`src/sv/eap_pkg.sv`:
```
// ----------------------------------------------------------------------------
// Easing animation progress package
// Register indexes, request kinds, curve codes and the sequencer states that
// are shared by the files of the block.
// ----------------------------------------------------------------------------
package eap_pkg;

	// Configuration register indexes.
	localparam logic REG_DURATION = 1'b0;
	localparam logic REG_CURVE    = 1'b1;

	// Request kinds carried in the input word's user bit.
	localparam logic REQ_TICK    = 1'b0;
	localparam logic REQ_RESTART = 1'b1;

	// Easing curve codes.
	localparam logic [2:0] CURVE_LINEAR      = 3'd0;
	localparam logic [2:0] CURVE_IN_QUAD     = 3'd1;
	localparam logic [2:0] CURVE_OUT_QUAD    = 3'd2;
	localparam logic [2:0] CURVE_INOUT_QUAD  = 3'd3;
	localparam logic [2:0] CURVE_IN_CUBIC    = 3'd4;
	localparam logic [2:0] CURVE_OUT_CUBIC   = 3'd5;
	localparam logic [2:0] CURVE_INOUT_CUBIC = 3'd6;

	// Sequencer states, one-hot.
	typedef enum logic [6:0] {
		ST_IDLE = 7'b0000001,
		ST_EVAL = 7'b0000010,
		ST_DIV  = 7'b0000100,
		ST_MUL1 = 7'b0001000,
		ST_MUL2 = 7'b0010000,
		ST_MUL3 = 7'b0100000,
		ST_DONE = 7'b1000000
	} state_t;

endpackage

```
`src/sv/eap_div.sv`:
```
// ----------------------------------------------------------------------------
// Fraction divider
// Restoring divider that forms floor(num * 2^FRAC_BITS / den) for num < den,
// one quotient bit per cycle.
// ----------------------------------------------------------------------------
module eap_div #(
	parameter int TIME_WIDTH = 32,
	parameter int FRAC_BITS  = 16
) (
	input  logic                  clk,
	input  logic                  arst_n,
	input  logic                  start,
	input  logic [TIME_WIDTH-1:0] num,
	input  logic [TIME_WIDTH-1:0] den,
	output logic                  busy,
	output logic [FRAC_BITS-1:0]  quot
);

	localparam int CNT_W = $clog2(FRAC_BITS + 1);

	logic [TIME_WIDTH-1:0] rem_q;
	logic [TIME_WIDTH-1:0] den_q;
	logic [FRAC_BITS-1:0]  quot_q;
	logic [CNT_W-1:0]      cnt_q;
	logic [TIME_WIDTH:0]   rem2;
	logic [TIME_WIDTH:0]   diff;
	logic                  ge;

	// One restoring step: double the remainder and try to take the divisor.
	assign rem2 = {rem_q, 1'b0};
	assign diff = rem2 - {1'b0, den_q};
	assign ge   = rem2 >= {1'b0, den_q};

	// The count of remaining steps.
	always_ff @(posedge clk or negedge arst_n) begin
		if (!arst_n) begin
			cnt_q <= '0;
		end else if (start) begin
			cnt_q <= CNT_W'(FRAC_BITS);
		end else if (cnt_q != '0) begin
			cnt_q <= cnt_q - 1'b1;
		end
	end

	// Remainder and quotient registers.
	always_ff @(posedge clk) begin
		if (start) begin
			rem_q  <= num;
			den_q  <= den;
			quot_q <= '0;
		end else if (cnt_q != '0) begin
			rem_q  <= ge ? diff[TIME_WIDTH-1:0] : rem2[TIME_WIDTH-1:0];
			quot_q <= {quot_q[FRAC_BITS-2:0], ge};
		end
	end

	assign busy = cnt_q != '0;
	assign quot = quot_q;

endmodule

```
`src/sv/eap_mul.sv`:
```
// ----------------------------------------------------------------------------
// Fixed-point multiplier
// Shared multiplier with a registered result: p = floor(a * b / 2^FRAC_BITS)
// for operands in 0..1.0.
// ----------------------------------------------------------------------------
module eap_mul #(
	parameter int FRAC_BITS = 16
) (
	input  logic               clk,
	input  logic               en,
	input  logic [FRAC_BITS:0] a,
	input  logic [FRAC_BITS:0] b,
	output logic [FRAC_BITS:0] p
);

	logic [2*FRAC_BITS+1:0] prod;
	logic [FRAC_BITS:0]     p_q;

	// The product of two values no larger than 1.0 stays no larger than 1.0.
	assign prod = a * b;

	always_ff @(posedge clk) begin
		if (en) begin
			p_q <= prod[2*FRAC_BITS:FRAC_BITS];
		end
	end

	assign p = p_q;

endmodule

```
`src/sv/easing_animation_progress.sv`:
```
// ----------------------------------------------------------------------------
// Easing animation progress
// Keeps a saturating elapsed-time register, divides it by the duration and
// applies one of seven easing curves, giving an unsigned Q1.FRAC_BITS value.
//
//   Channel   Signals                          Word
//   input     s_tvalid s_tready s_tdata s_tuser  delta_time, request kind
//   output    m_tvalid m_tready m_tdata m_tuser  eased_value, finished flag
//   config    cfg_we cfg_addr cfg_wdata          duration, curve
//
// A restart, a zero duration or a saturating tick goes from the evaluation
// state straight to the done state and then into the output register. Other
// ticks pass through the one-bit-per-cycle divider and then, for quadratic and
// cubic curves, through one or two passes of the shared multiplier. The input
// is ready again as soon as the result has been placed in the output register;
// that register holds while m_tready is low and stalls the sequencer.
// Reset clears the elapsed time and both configuration registers.
// ----------------------------------------------------------------------------
module easing_animation_progress
	import eap_pkg::*;
#(
	parameter int TIME_WIDTH = 32,
	parameter int FRAC_BITS  = 16
) (
	input  logic                                  clk,
	input  logic                                  arst_n,
	// Input channel.
	input  logic                                  s_tvalid,
	output logic                                  s_tready,
	input  logic [((TIME_WIDTH+7)/8)*8-1:0]       s_tdata,  // delta_time
	input  logic                                  s_tuser,  // req_type
	// Output channel.
	output logic                                  m_tvalid,
	input  logic                                  m_tready,
	output logic [((FRAC_BITS+1+7)/8)*8-1:0]      m_tdata,  // eased_value
	output logic                                  m_tuser,  // finished
	// Configuration port.
	input  logic                                  cfg_we,
	input  logic                                  cfg_addr,
	input  logic [TIME_WIDTH-1:0]                 cfg_wdata
);

	localparam int OUT_DW = ((FRAC_BITS + 1 + 7) / 8) * 8;
	localparam logic [FRAC_BITS:0] FIX_ONE = (FRAC_BITS + 1)'(1) << FRAC_BITS;

	state_t                state_q;
	logic [TIME_WIDTH-1:0] duration_q;
	logic [2:0]            curve_q;
	logic [TIME_WIDTH-1:0] elapsed_q;
	logic                  req_q;
	logic [TIME_WIDTH-1:0] delta_q;
	logic [FRAC_BITS:0]    res_q;
	logic                  res_fin_q;
	logic [FRAC_BITS:0]    out_value_q;
	logic                  out_fin_q;
	logic                  out_valid_q;

	logic [TIME_WIDTH-1:0] remain;
	logic [TIME_WIDTH-1:0] elapsed_sum;
	logic                  saturate;
	logic                  div_start;
	logic                  div_busy;
	logic [FRAC_BITS-1:0]  t;
	logic                  lower_half;
	logic                  is_cubic;
	logic                  is_in;
	logic                  is_out;
	logic                  is_linear;
	logic                  use_t;
	logic [FRAC_BITS:0]    x;
	logic                  mul_en;
	logic [FRAC_BITS:0]    mul_a;
	logic [FRAC_BITS:0]    mul_p;
	logic [FRAC_BITS:0]    shaped;
	logic                  out_free;

	// Configuration registers.
	always_ff @(posedge clk or negedge arst_n) begin
		if (!arst_n) begin
			duration_q <= '0;
			curve_q    <= CURVE_LINEAR;
		end else if (cfg_we) begin
			case (cfg_addr)
				REG_DURATION: duration_q <= cfg_wdata;
				REG_CURVE:    curve_q    <= cfg_wdata[2:0];
				default:      ;
			endcase
		end
	end

	// Saturation test against the time left.
	assign remain      = duration_q - elapsed_q;
	assign saturate    = (elapsed_q >= duration_q) || (delta_q >= remain);
	assign elapsed_sum = elapsed_q + delta_q;
	assign div_start   = (state_q == ST_EVAL) && (req_q == REQ_TICK) &&
	                     (duration_q != '0) && !saturate;

	eap_div #(
		.TIME_WIDTH (TIME_WIDTH),
		.FRAC_BITS  (FRAC_BITS)
	) u_div (
		.clk    (clk),
		.arst_n (arst_n),
		.start  (div_start),
		.num    (elapsed_sum),
		.den    (duration_q),
		.busy   (div_busy),
		.quot   (t)
	);

	// Curve classification and the base operand (t or 1 - t).
	always_comb begin
		is_linear  = !(curve_q inside {CURVE_IN_QUAD, CURVE_OUT_QUAD, CURVE_INOUT_QUAD,
		                               CURVE_IN_CUBIC, CURVE_OUT_CUBIC, CURVE_INOUT_CUBIC});
		is_cubic   = curve_q inside {CURVE_IN_CUBIC, CURVE_OUT_CUBIC, CURVE_INOUT_CUBIC};
		is_in      = curve_q inside {CURVE_IN_QUAD, CURVE_IN_CUBIC};
		is_out     = curve_q inside {CURVE_OUT_QUAD, CURVE_OUT_CUBIC};
		lower_half = !t[FRAC_BITS-1];
		use_t      = is_in || (!is_out && lower_half);
		x          = use_t ? {1'b0, t} : FIX_ONE - {1'b0, t};
	end

	// Multiplier operands: x * x first, then the square times x for cubics.
	assign mul_en = (state_q == ST_MUL1) || ((state_q == ST_MUL2) && is_cubic);
	assign mul_a  = (state_q == ST_MUL2) ? mul_p : x;

	eap_mul #(
		.FRAC_BITS (FRAC_BITS)
	) u_mul (
		.clk (clk),
		.en  (mul_en),
		.a   (mul_a),
		.b   (x),
		.p   (mul_p)
	);

	// Final shaping of the power of x into the curve value.
	always_comb begin
		if (is_in) begin
			shaped = mul_p;
		end else if (is_out) begin
			shaped = FIX_ONE - mul_p;
		end else if (lower_half) begin
			shaped = is_cubic ? (mul_p << 2) : (mul_p << 1);
		end else begin
			shaped = FIX_ONE - (is_cubic ? (mul_p << 2) : (mul_p << 1));
		end
	end

	assign out_free = !out_valid_q || m_tready;

	// Sequencer and elapsed-time register.
	always_ff @(posedge clk or negedge arst_n) begin
		if (!arst_n) begin
			state_q   <= ST_IDLE;
			elapsed_q <= '0;
		end else begin
			case (state_q)
				ST_IDLE: begin
					if (s_tvalid) begin
						state_q <= ST_EVAL;
					end
				end
				ST_EVAL: begin
					if (req_q == REQ_RESTART) begin
						elapsed_q <= '0;
						state_q   <= ST_DONE;
					end else if (duration_q == '0) begin
						state_q <= ST_DONE;
					end else if (saturate) begin
						elapsed_q <= duration_q;
						state_q   <= ST_DONE;
					end else begin
						elapsed_q <= elapsed_sum;
						state_q   <= ST_DIV;
					end
				end
				ST_DIV: begin
					if (!div_busy) begin
						state_q <= is_linear ? ST_DONE : ST_MUL1;
					end
				end
				ST_MUL1: state_q <= ST_MUL2;
				ST_MUL2: state_q <= is_cubic ? ST_MUL3 : ST_DONE;
				ST_MUL3: state_q <= ST_DONE;
				ST_DONE: begin
					if (out_free) begin
						state_q <= ST_IDLE;
					end
				end
				default: state_q <= ST_IDLE;
			endcase
		end
	end

	// Captured input word.
	always_ff @(posedge clk) begin
		if (s_tvalid && s_tready) begin
			req_q   <= s_tuser;
			delta_q <= s_tdata[TIME_WIDTH-1:0];
		end
	end

	// Pending result of the item at work.
	always_ff @(posedge clk) begin
		case (state_q)
			ST_EVAL: begin
				res_q     <= (req_q == REQ_RESTART) ? '0 : FIX_ONE;
				res_fin_q <= req_q != REQ_RESTART;
			end
			ST_DIV: begin
				res_q     <= {1'b0, t};
				res_fin_q <= 1'b0;
			end
			ST_MUL2: begin
				if (!is_cubic) begin
					res_q <= shaped;
				end
			end
			ST_MUL3: res_q <= shaped;
			default: ;
		endcase
	end

	// Output register.
	always_ff @(posedge clk or negedge arst_n) begin
		if (!arst_n) begin
			out_valid_q <= 1'b0;
		end else if (state_q == ST_DONE && out_free) begin
			out_valid_q <= 1'b1;
		end else if (m_tready) begin
			out_valid_q <= 1'b0;
		end
	end

	always_ff @(posedge clk) begin
		if (state_q == ST_DONE && out_free) begin
			out_value_q <= res_q;
			out_fin_q   <= res_fin_q;
		end
	end

	assign s_tready = state_q == ST_IDLE;
	assign m_tvalid = out_valid_q;
	assign m_tdata  = OUT_DW'(out_value_q);
	assign m_tuser  = out_fin_q;

endmodule

```
`config.mk`:
```
export PLATFORM = sky130hd
export DESIGN_NAME = easing_animation_progress
export DESIGN_NICKNAME = d
export VERILOG_FILES = /design/src/sv/eap_pkg.sv /design/src/sv/eap_div.sv /design/src/sv/eap_mul.sv /design/src/sv/easing_animation_progress.sv
export SDC_FILE = /design/constraint.sdc
export NUM_CORES = 1
export LEC_CHECK = 0
export BUFFER_PORTS_ARGS = -buffer_cell sky130_fd_sc_hd__buf_4
export CAP_MARGIN = 5
export CORE_MARGIN = 3
export CORE_UTILIZATION = 60
export CTS_CLUSTER_SIZE = 28
export DETAILED_ROUTE_END_ITERATION = 7
export MAX_ROUTING_LAYER = met4
export PLACE_DENSITY_LB_ADDON = 0.25
export SYNTH_ARGS = -nofsm -noshare
export SYNTH_HDL_FRONTEND = slang
export SYNTH_SLANG_ARGS = --single-unit
```
`constraint.sdc`:
```
create_clock -name clk -period 8.4 [get_ports clk]
set_clock_uncertainty 0.1 [all_clocks]
set_input_delay 1.68 -clock clk [delete_from_list [all_inputs] [get_ports clk]]
set_output_delay 1.68 -clock clk [all_outputs]
set_load 0.01 [all_outputs]
```
# After elaboration in Yosys (flattened, before gate mapping)
# Index checks and enable logic that the tools add are counted.
[op_classes]
addsub = 7
n_mul = 1
div = 0
n_lt_le_gt_ge = 3
n_eq_ne = 18
shifts = 0
mux = 29
n_bitwise = 2
reduce_logical = 31
[ops]
columns = ["operator", "count"]
rows = [
  ["$mux 32", 6],
  ["$mux 17", 8],
  ["$pmux 17 s4", 1],
  ["$ge 32x32->1", 2],
  ["$sub 32x32->32", 2],
  ["$mux 7", 8],
  ["$pmux 7 s7", 1],
  ["$sub 17x17->17 const A", 2],
  ["$ge 33x32->1", 1],
  ["$mul 17x17->33", 1],
  ["$add 32x32->32", 1],
  ["$logic_not 32->1", 1],
  ["$reduce_bool 32->1", 1],
  ["$sub 17x16->17 const A", 1],
  ["$mux 5", 2],
  ["$ne 2x2->1 const B", 5],
  ["$reduce_bool 2->1", 5],
  ["$eq 3x3->1 const B", 3],
  ["$reduce_and 2->1", 4],
  ["$eq 7x1->1 const B", 1],
  ["$eq 7x2->1 const B", 1],
  ["$eq 7x3->1 const B", 1],
  ["$eq 7x4->1 const B", 1],
  ["$eq 7x5->1 const B", 1],
  ["other kinds (16)", 31],
]
[word_totals]
register_bits = 246
latch_bits = 0
ram_bits = 0
mem_bits_ro = 0
mem_count = 0

# Longest topological paths before layout
[depth]
word_depth = 9
depth_mapped = 31

# Cells and area by module
# Synthesis repeated with hierarchy kept, for this count alone.
[unflattened]
hier_cells = 2987
area_unflattened_um2 = 26842.0
[by_module_without_submodules]
columns = ["module", "n_inst", "cells_each", "area_each_um2"]
rows = [
  ["easing_animation_progress", 1, 1339, 11717.5],
  ["eap_mul", 1, 1095, 9796.9],
  ["eap_div", 1, 553, 5327.6],
]

# Worst setup path after synthesis
# No wires, ideal clock.
[synth_path]
kind = "reg2reg"
from = "reg u_div.quot_q[0], in the netlist u_div.quot[0]"
to = "reg u_mul.p_q[15], in the netlist u_mul.p[15] (data pin)"
setup_ps = 258
arrival_ps = 7136
setup_slack_ps = 907
path_stages_with_launch = 32
path_cell_list = "dfxtp_1 buf_6 inv_1 ha_1 nand3_1 nor4_1 nand2_1 o31ai_4 xor2_2 nand2_1 o21a_1 buf_2 nand2_1 fa_1 fa_1 fa_1 inv_1 fa_1 fa_1 inv_1 fa_1 inv_1 ha_1 a21o_1 a21oi_1 o21ai_0 o2111ai_1 a21oi_1 a211o_1 a211o_1 a21oi_1 xnor2_1"
[synth_via]
elab_chain_cells = 4
[synth_lines]
columns = ["element", "line", "source"]
rows = [
  ["start: declaration", "eap_div.sv:23", "logic [FRAC_BITS-1:0] quot_q;"],
  ["start signal: assignment", "eap_div.sv:53", "quot_q <= {quot_q[FRAC_BITS-2:0], ge};"],
  ["$sub 17x16->17", "easing_animation_progress.sv:120", "x = use_t ? {1'b0, t} : FIX_ONE - {1'b0, t};"],
  ["$mux 17 (*)", "easing_animation_progress.sv:120", ""],
  ["$mux 17", "easing_animation_progress.sv:125", "assign mul_a = (state_q == ST_MUL2) ? mul_p : x;"],
  ["$mul 17x17->33 (*)", "eap_mul.sv:20", "assign prod = a * b;"],
  ["via u_mul.prod[31]", "eap_mul.sv:16", "logic [2*FRAC_BITS+1:0] prod;"],
  ["end signal: assignment", "eap_mul.sv:24", "p_q <= prod[2*FRAC_BITS:FRAC_BITS];"],
  ["end: declaration", "eap_mul.sv:17", "logic [FRAC_BITS:0] p_q;"],
]
# Mark *: on every way through the listed nets, which the timed path passes. The rest lies on a longest branch.
# A chain may end at the register's enable or synchronous reset.

# Final worst setup path
[layout_path]
from = "reg u_div.quot_q[2], in the netlist u_div.quot[2]"
to = "reg u_mul.p_q[15], in the netlist u_mul.p[15] (data pin)"
# Same word-level chain as after synthesis.

==> flow_summary.ini <==
[status]
status = finished, final reports clean

[clock_network]
clockBufferDepth = 3
cts_tree = done
cts_htree_levels = 1
cts-hold-fix-buffers = 0
cts_sinks = 246
clk_latency_ns = 0.59
cts_inserted_buffers = 30
path_clk_slew_ns = 0.06
cts_setup_buffers = 0
cts_root_buf = clkbuf_16

[placed_design]
placed_cell_area_um2 = 27600
port_buffers = 90
dp_hpwl_um = 60600
gp_congestion = 0.999
place_ws_ns = 0.160

[synthesis]
synth_enable_flop_cells = 150
ys_types = 113
synth_seq_cells = 246
synth_flop_cell = edfxtp_1
syn_avg_cell_area_um2 = 9.03
netlist_area_um2 = 26100
syn_inst = 2892
synth-async-reset-ratio_pct = 32.5
ys_seq_area_share_pct = 26.2
synth_warnings = 0

[worst_setup_path]
required_ns = 8.63
critPathMaxFanout = 8
worstSetupEndpointType = flip-flop
cp.arrival_ns = 8.26
path_common_cell = fa_1
critPathMaxStageDelay_ns = 0.54
crit_family = adder cells
start_kind = flip-flop
cp_slowest_cell = or4_4
critPathBufInv = 5
worstSetupPathType = reg -> reg

[floorplanning]
dieArea_um2 = 46100
start_util_pct = 61.4
core_area_um2 = 42500
die_w_um = 215
pin_count = 98
num_rows = 75
die_height_um = 215

[timing]
report.final.setup_viol = 0
period_share_pct = 95.5
fin_crit_ns = 8.02
drv_slew = 0
setup_ws_ns = 0.378
slew_headroom_pct = 22.7
hold_viol = 0
tns_ns = 0
fmax_mhz = 125
worst_slew_pin_slew_ns = 1.16

[global_routing]
antenna_found_initial = 0
grt_max_degree = 61
grt_overflow = 0
grt_pass1_vias = 22200
grt_pass1_wl_um = 121000
grt_use_total_pct = 34.1

[routing]
antenna_left = 0
routed_wl_um = 76000
drt-pass1-iter-count = 6
via_per_inst = 6.07
routed-via-count = 21700
first_iter_violations = 1757
wl_per_cell_um = 21.2
drc = 0

[final_layout]
diodes = 0
area_growth_pct = 9.94
nFillCells = 3477
drive_gt1_share_pct = 10.8
final_common_cell = inv_1
final_nets = 3506
final_cell_mix = 380 x inv_1, 331 x nand2_1, 294 x nor2_1
postLayoutCoreUtil_pct = 67.5
stdcell_area_um2 = 28700

[job]
max_cap_violations = 0

[min_path]
min_path_type = reg -> reg
final cells by class:
cell class	instances	area [µm²]	area share, %
clock inverter	18	199	0.693
clock buffer	37	818	2.85
sequential	246	6830	23.8
timing repair buffer	164	1240	4.33
tap	577	722	2.51
multi-input combinational	2154	17500	60.8
inverter	381	1430	4.98
kinds of logic after synthesis:
group	after synthesis	share of synthesized area, %
muxes	84	3.44
xor gates and xnor gates	114	3.97
and+or+nand+nor	880	15.3
DFF	246	26.2
adders and majority gates	458	28.4
buffers and inverters	498	7.49
AOI/OAI and AO/OA	611	15.2
other	1	0.0144
metal layers:
| metal | up-vias | GRT usage (%) | wire, µm |
|---|---|---|---|
| li1 | 10000 | - | - |
| met1 | 10600 | 40.2 | 28700 |
| met2 | 842 | 59.4 | 38600 |
| met3 | 245 | 3.50 | 4600 |
| met4 | 0 | 14.9 | 4080 |
| met5 | - | - | 0 |
through the flow:
| step | hold slack [ns] | instances |
|---|---|---|
| after floorplan | 0.300 | 2898 |
| after global placement | 0.306 | 3522 |
| after detailed placement | 0.305 | 3522 |
| after CTS | 0.310 | 3577 |
| after global routing | 0.327 | 3577 |
| final | 0.308 | 3577 |
timing repair:
item | in CTS | in global routing
resized for setup | 0 | 17
setup endpoints to repair | 0 | 6
endpoints found under the hold margin | 0 | 0
cell usage after synthesis, drive strengths merged (7+ instances only):
master	instances	area [µm²]
a22o	14	124
nor4	22	180
o31a	7	62.6
and4	7	61.3
nand2b	25	156
and2	11	68.8
o21bai	8	60.1
nor2b	24	150
a21oi	165	837
fa	224	4480
inv	381	1430
a21o	52	392
nand3b	12	93.8
o22ai	17	113
o221ai	7	61.3
dfrtp	79	1980
xor2	50	445
nand2	333	1250
nor3	43	225
a211o	8	70.1
edfxtp	150	4500
mux2	35	394
nor2	295	1110
o211ai	13	103
mux2i	49	503
o31ai	9	86.3
nand3	32	160
a211oi	20	155
a2111oi	9	104
or2	13	81.3
a21boi	9	67.6
a22oi	9	67.6
or3	13	81.3
ha	234	2930
nand4	20	125
a31oi	31	194
o21ai	158	798
clkbuf	76	285
o21a	29	218
xnor2	64	591
buf	41	239
and3	9	57.6
dfxtp	16	320
state kept, by name, summed over array words and instances (netlist names):
register,flops
req_q,1
u_div.den_q,32
elapsed_q,32
delta_q,32
u_div.rem_q,32
out_value_q,17
curve_q,3
u_div.cnt_q,5
duration_q,32
m_tuser,1
state_q,7
u_div.quot,16
res_fin_q,1
u_mul.p,17
m_tvalid,1
res_q,17
path summary, 6_finish.rpt:
path                          startpoint         endpoint  slack, ns  cells after the start
min in group asynchronous         arst_n   duration_q[24]       0.91                      1
max in group asynchronous         arst_n    duration_q[5]       6.20                      2
hold reg to reg                res_q[10]  out_value_q[10]       0.31                      0
setup reg to reg           u_div.quot[2]      u_mul.p[15]       0.38                     27
setup / recovery           u_div.quot[2]      u_mul.p[15]       0.38                     27
hold / removal                 res_q[10]  out_value_q[10]       0.31                      0
Power is not shown: default switching activity piles up to over one toggle a cycle in this logic, so the estimate is an artifact.
